`src/rtl/trie_km_pkg.sv`:
```
package trie_km_pkg;

    // Result status codes
    localparam logic [1:0] ST_WRITE_DONE  = 2'd0;
    localparam logic [1:0] ST_MATCHING    = 2'd1;
    localparam logic [1:0] ST_TOKEN_MATCH = 2'd2;
    localparam logic [1:0] ST_NO_MATCH    = 2'd3;

    // Input action codes
    localparam logic ACT_WRITE = 1'b0;
    localparam logic ACT_CHAR  = 1'b1;

    // Table byte fields
    localparam logic [7:0] CHAR_MASK   = 8'h7f;
    localparam logic [7:0] LAST_OPTION = 8'h80;

    // Fixed field widths
    localparam int POS_W   = 10;
    localparam int TOKEN_W = 7;

    // Commands from the controller to the datapath
    typedef enum logic [3:0] {
        CMD_NONE,
        CMD_ACCEPT_WRITE,
        CMD_ACCEPT_STICKY,
        CMD_ACCEPT_SCAN,
        CMD_READ_CB,
        CMD_READ_OFF,
        CMD_TERMINAL,
        CMD_JUMP,
        CMD_FAIL,
        CMD_NEXT_PAIR,
        CMD_WRAP,
        CMD_READ_TK,
        CMD_READ_TK_OFF,
        CMD_FINISH
    } cmd_t;

    // Status from the datapath to the controller
    typedef struct packed {
        logic failed;
        logic off_zero;
        logic char_hit;
        logic last_opt;
        logic pair_last;
        logic wrap_done;
    } dp_status_t;

endpackage

```
`src/rtl/trie_km_ctrl.sv`:
```
module trie_km_ctrl (
    input  logic                    clk,
    input  logic                    rst_n,
    input  logic                    start,
    input  logic                    action,
    input  logic                    first_of_token,
    input  trie_km_pkg::dp_status_t dp_status,
    output trie_km_pkg::cmd_t       cmd,
    output logic                    busy
);

    typedef enum logic [2:0] {
        S_IDLE,
        S_RD_CB,
        S_RD_OFF,
        S_EVAL,
        S_WRAP,
        S_TK_B,
        S_TK_EVAL
    } state_t;

    state_t state_reg;
    state_t state_next;

    always_comb
    begin
        state_next = state_reg;
        cmd        = trie_km_pkg::CMD_NONE;
        case (state_reg)
            S_IDLE:
            begin
                if (start)
                begin
                    if (action == trie_km_pkg::ACT_WRITE)
                    begin
                        cmd = trie_km_pkg::CMD_ACCEPT_WRITE;
                    end
                    else if (!first_of_token && dp_status.failed)
                    begin
                        cmd = trie_km_pkg::CMD_ACCEPT_STICKY;
                    end
                    else
                    begin
                        cmd        = trie_km_pkg::CMD_ACCEPT_SCAN;
                        state_next = S_RD_CB;
                    end
                end
            end
            S_RD_CB:
            begin
                cmd        = trie_km_pkg::CMD_READ_CB;
                state_next = S_RD_OFF;
            end
            S_RD_OFF:
            begin
                cmd        = trie_km_pkg::CMD_READ_OFF;
                state_next = S_EVAL;
            end
            S_EVAL:
            begin
                if (dp_status.off_zero)
                begin
                    cmd        = trie_km_pkg::CMD_TERMINAL;
                    state_next = S_IDLE;
                end
                else if (dp_status.char_hit)
                begin
                    cmd        = trie_km_pkg::CMD_JUMP;
                    state_next = S_WRAP;
                end
                else if (dp_status.last_opt || dp_status.pair_last)
                begin
                    cmd        = trie_km_pkg::CMD_FAIL;
                    state_next = S_IDLE;
                end
                else
                begin
                    cmd        = trie_km_pkg::CMD_NEXT_PAIR;
                    state_next = S_RD_CB;
                end
            end
            S_WRAP:
            begin
                if (dp_status.wrap_done)
                begin
                    cmd        = trie_km_pkg::CMD_READ_TK;
                    state_next = S_TK_B;
                end
                else
                begin
                    cmd = trie_km_pkg::CMD_WRAP;
                end
            end
            S_TK_B:
            begin
                cmd        = trie_km_pkg::CMD_READ_TK_OFF;
                state_next = S_TK_EVAL;
            end
            S_TK_EVAL:
            begin
                cmd        = trie_km_pkg::CMD_FINISH;
                state_next = S_IDLE;
            end
            default:
            begin
                state_next = S_IDLE;
            end
        endcase
    end

    assign busy = (state_reg != S_IDLE);

    always_ff @(posedge clk or negedge rst_n)
    begin
        if (!rst_n)
        begin
            state_reg <= S_IDLE;
        end
        else
        begin
            state_reg <= state_next;
        end
    end

endmodule

```
`config.mk`:
```
export PLATFORM = sky130hd
export DESIGN_NAME = trie_km_ctrl
export DESIGN_NICKNAME = d
export VERILOG_FILES = /design/src/rtl/trie_km_pkg.sv /design/src/rtl/trie_km_ctrl.sv
export SDC_FILE = /design/constraint.sdc
export NUM_CORES = 1
export LEC_CHECK = 0
export BUFFER_PORTS_ARGS = -buffer_cell sky130_fd_sc_hd__buf_2
export CAP_MARGIN = 20
export CORE_AREA = 5 5 42 44
export CTS_CLUSTER_DIAMETER = 60
export DETAILED_ROUTE_END_ITERATION = 6
export DIE_AREA = 0 0 47 49
export PLACE_DENSITY = 0.51
export SLEW_MARGIN = 10
export SYNTH_ARGS = -nofsm -noshare
export SYNTH_HDL_FRONTEND = slang
export SYNTH_SLANG_ARGS = --single-unit
```
`constraint.sdc`:
```
create_clock -name clk -period 2 [get_ports clk]
set_clock_uncertainty 0.05 [all_clocks]
set_input_delay 0.2 -clock clk [delete_from_list [all_inputs] [get_ports clk]]
set_output_delay 0.2 -clock clk [all_outputs]
set_load 0.01 [all_outputs]
```
==> results.cfg <==
[global_routing]
antenna_found_initial = 0
grt_pass1_vias = 275
grt_use_total = 0.0756
grt_start_max_net_pins = 12
grt_pass1_wl_um = 1160
gr-total-overflow = 0

[layout]
final_util = 0.270
diodes = 0
largest_reg_flops = 3
finalNetCount = 63
final_common_cell = buf_2
fillers = 169
area_growth_pct = 45.9
drive_above_1_share = 0.392
layout_common_cells = buf_2, inv_1

[drt]
drtAntennaViolNets = 0
drcViolationCount = 0
vias = 310
drt_iter0_markers = 10
firstDrtPassIters = 4
routed_via_density = 4.63
drt_wl_total_um = 714
avgRoutedWirePerCell_um = 10.7

[clock_tree]
cts_sinks = 3
post_cts_resized = 0
numCtsBuffers = 3
cts_setup_buffers = 0
htreeDepth = 1
cts_root_buf = clkbuf_4
cts_tree = yes
clk_pin_slew_worst_paths_ns = 0.04
clk_latency_ns = 0.23
cts_buffer_depth = 2

[setup_path]
cpPeakStageDelay_ns = 0.48
cp_data_required_time_ns = 1.75
cp_common_cell = o211ai_1
critical_path_class = reg2out
crit_path_end_kind = primary output
path_delay_family = flip-flops
cp_max_fo = 11
cp_num_buf_inv = 1
arrival_ns = 1.45
worst_path_max_delay_cell = dfrtp_1
crit-reg2reg-launch = state_reg[1]
r2r_slack_ns = 0.69
crit_chain = nor3_1 > o211ai_1 > o211ai_1 > buf_2
startpoint_type = register
startpoint = state_reg[1]

[run]
maxCapViolCount = 0

[logic_synthesis]
yosys_warnings = 0
syn-cell-area_sq_um = 259
synth_cell_type_count = 19
synthesis.nets = 44
ys_ff_latch = 3
seq_area_frac_synth = 0.290
netlist_instances = 33
syn_area_per_cell_sq_um = 7.85

[die]
die_width_um = 47
io_pins = 16
start_util = 0.185
rows = 14
die_h_um = 49
core_area_sq_um = 1400
die_area_sq_um = 2300

[placed_design]
place.gp.congestion = 0.722
port_buffers = 15
hpwlAfterDp_um = 572

[power]
power.density_nw_per_um2 = 1380
p_leak_nw = 0.180
peakVddDrop_mv = 0.434

[sta]
fin_crit_sh = 0.848
fin_setup_tns_ns = 0
tightest_slew_ns = 0.321
rsz0062_at_grt = no
slew_headroom = 0.784
drv_slew = 0
hold_viol = 0
final-setup-viol-count = 0
fmax_mhz = 590
min_period_ns = 1.70

[outcome]
outcome = complete, no violations

[worst_hold_path]
hold_class = in2reg
min-delay-start = dp_status[3]
==> report_power, final <==
| part | total (mW) | internal, mW | switching, mW |
|---|---|---|---|
| sequential | 0.158 | 0.0890 | 0.0686 |
| clock | 0.106 | 0.0748 | 0.0313 |
| combinational | 0.259 | 0.135 | 0.124 |
| total | 0.523 | 0.299 | 0.224 |
==> worst register-to-register path: stages, from the launching register on <==
cell      delay (ns)
dfrtp_1         0.51
and4bb_4        0.30
nand3_1         0.08
a222oi_1        0.25
==> synth_stat cells (all sizes together) <==
cell    n  area, sq um
mux2i   1         10.0
a21oi   2         10.0
o21bai  2         15.0
and4bb  1         16.3
nand2b  1         6.26
a22o    1         10.0
or3     1         6.26
o21a    1         7.51
nor3    1         5.00
dfrtp   3         75.1
inv     4         15.0
o211ai  2         15.0
a222oi  1         10.0
nand2   3         11.3
nor2    1         3.75
buf     2         12.5
nand3   3         15.0
o21ai   3         15.0
==> cell type report <==
| class | instances | area [sq um] | share of cell area |
|---|---|---|---|
| multi-input combinational | 24 | 156 | 0.414 |
| timing repair buffer | 16 | 85.1 | 0.225 |
| sequential | 3 | 75.1 | 0.199 |
| clock buffer | 4 | 26.3 | 0.0695 |
| tap | 16 | 20.0 | 0.0530 |
| inverter | 4 | 15.0 | 0.0397 |
==> path summary, 6_finish.rpt <==
check / to / cells after the start
worst max-delay path: cmd[0] / 4
worst min-delay path: state_reg[2] / 3
worst max register to register: state_reg[0] / 3
worst min register to register: state_reg[2] / 2
max in group asynchronous: state_reg[0] / 2
min in group asynchronous: state_reg[1] / 2
==> kinds of logic (layout without fill, tap and decap cells) <==
family / Yosys count / count (layout) / share of synthesized area
buffers and inverters: 6 / 24 / 0.106
AND/OR/NAND/NOR: 11 / 11 / 0.246
flip-flops: 3 / 3 / 0.290
multiplexers: 1 / 1 / 0.0386
AO/OA/AOI/OAI: 12 / 12 / 0.319
==> what timing repair did <==
action                                 CTS  global route
hold buffers                             1             0
endpoints found under the hold margin    3             0
setup endpoints to repair                0             0
==> routing by layer <==
metal | wire [um] | global-route usage
met4 | 37 | 0.0829
met1 | 277 | 0.0843
met2 | 342 | 0.0905
met3 | 57 | 0.0406
met5 | 0 | 0
==> stage by stage <==
| stage | hold WS (ns) | cell area (sq um) | instances | worst slack (ns) | power (mW) |
|---|---|---|---|---|---|
| 2_1_floorplan | -0.146 | 259 | 33 | 0.713 | 0.335 |
| 3_3_place_gp | -0.0514 | 342 | 62 | 0.591 | 0.418 |
| 3_5_place_dp | -0.0517 | 342 | 62 | 0.561 | 0.418 |
| 4_1_cts | 0.174 | 378 | 67 | 0.308 | 0.531 |
| 5_1_grt | 0.205 | 378 | 67 | 0.202 | 0.578 |
| 6_report | 0.173 | 378 | 67 | 0.304 | 0.523 |
Power figures use the tool's default switching activity.
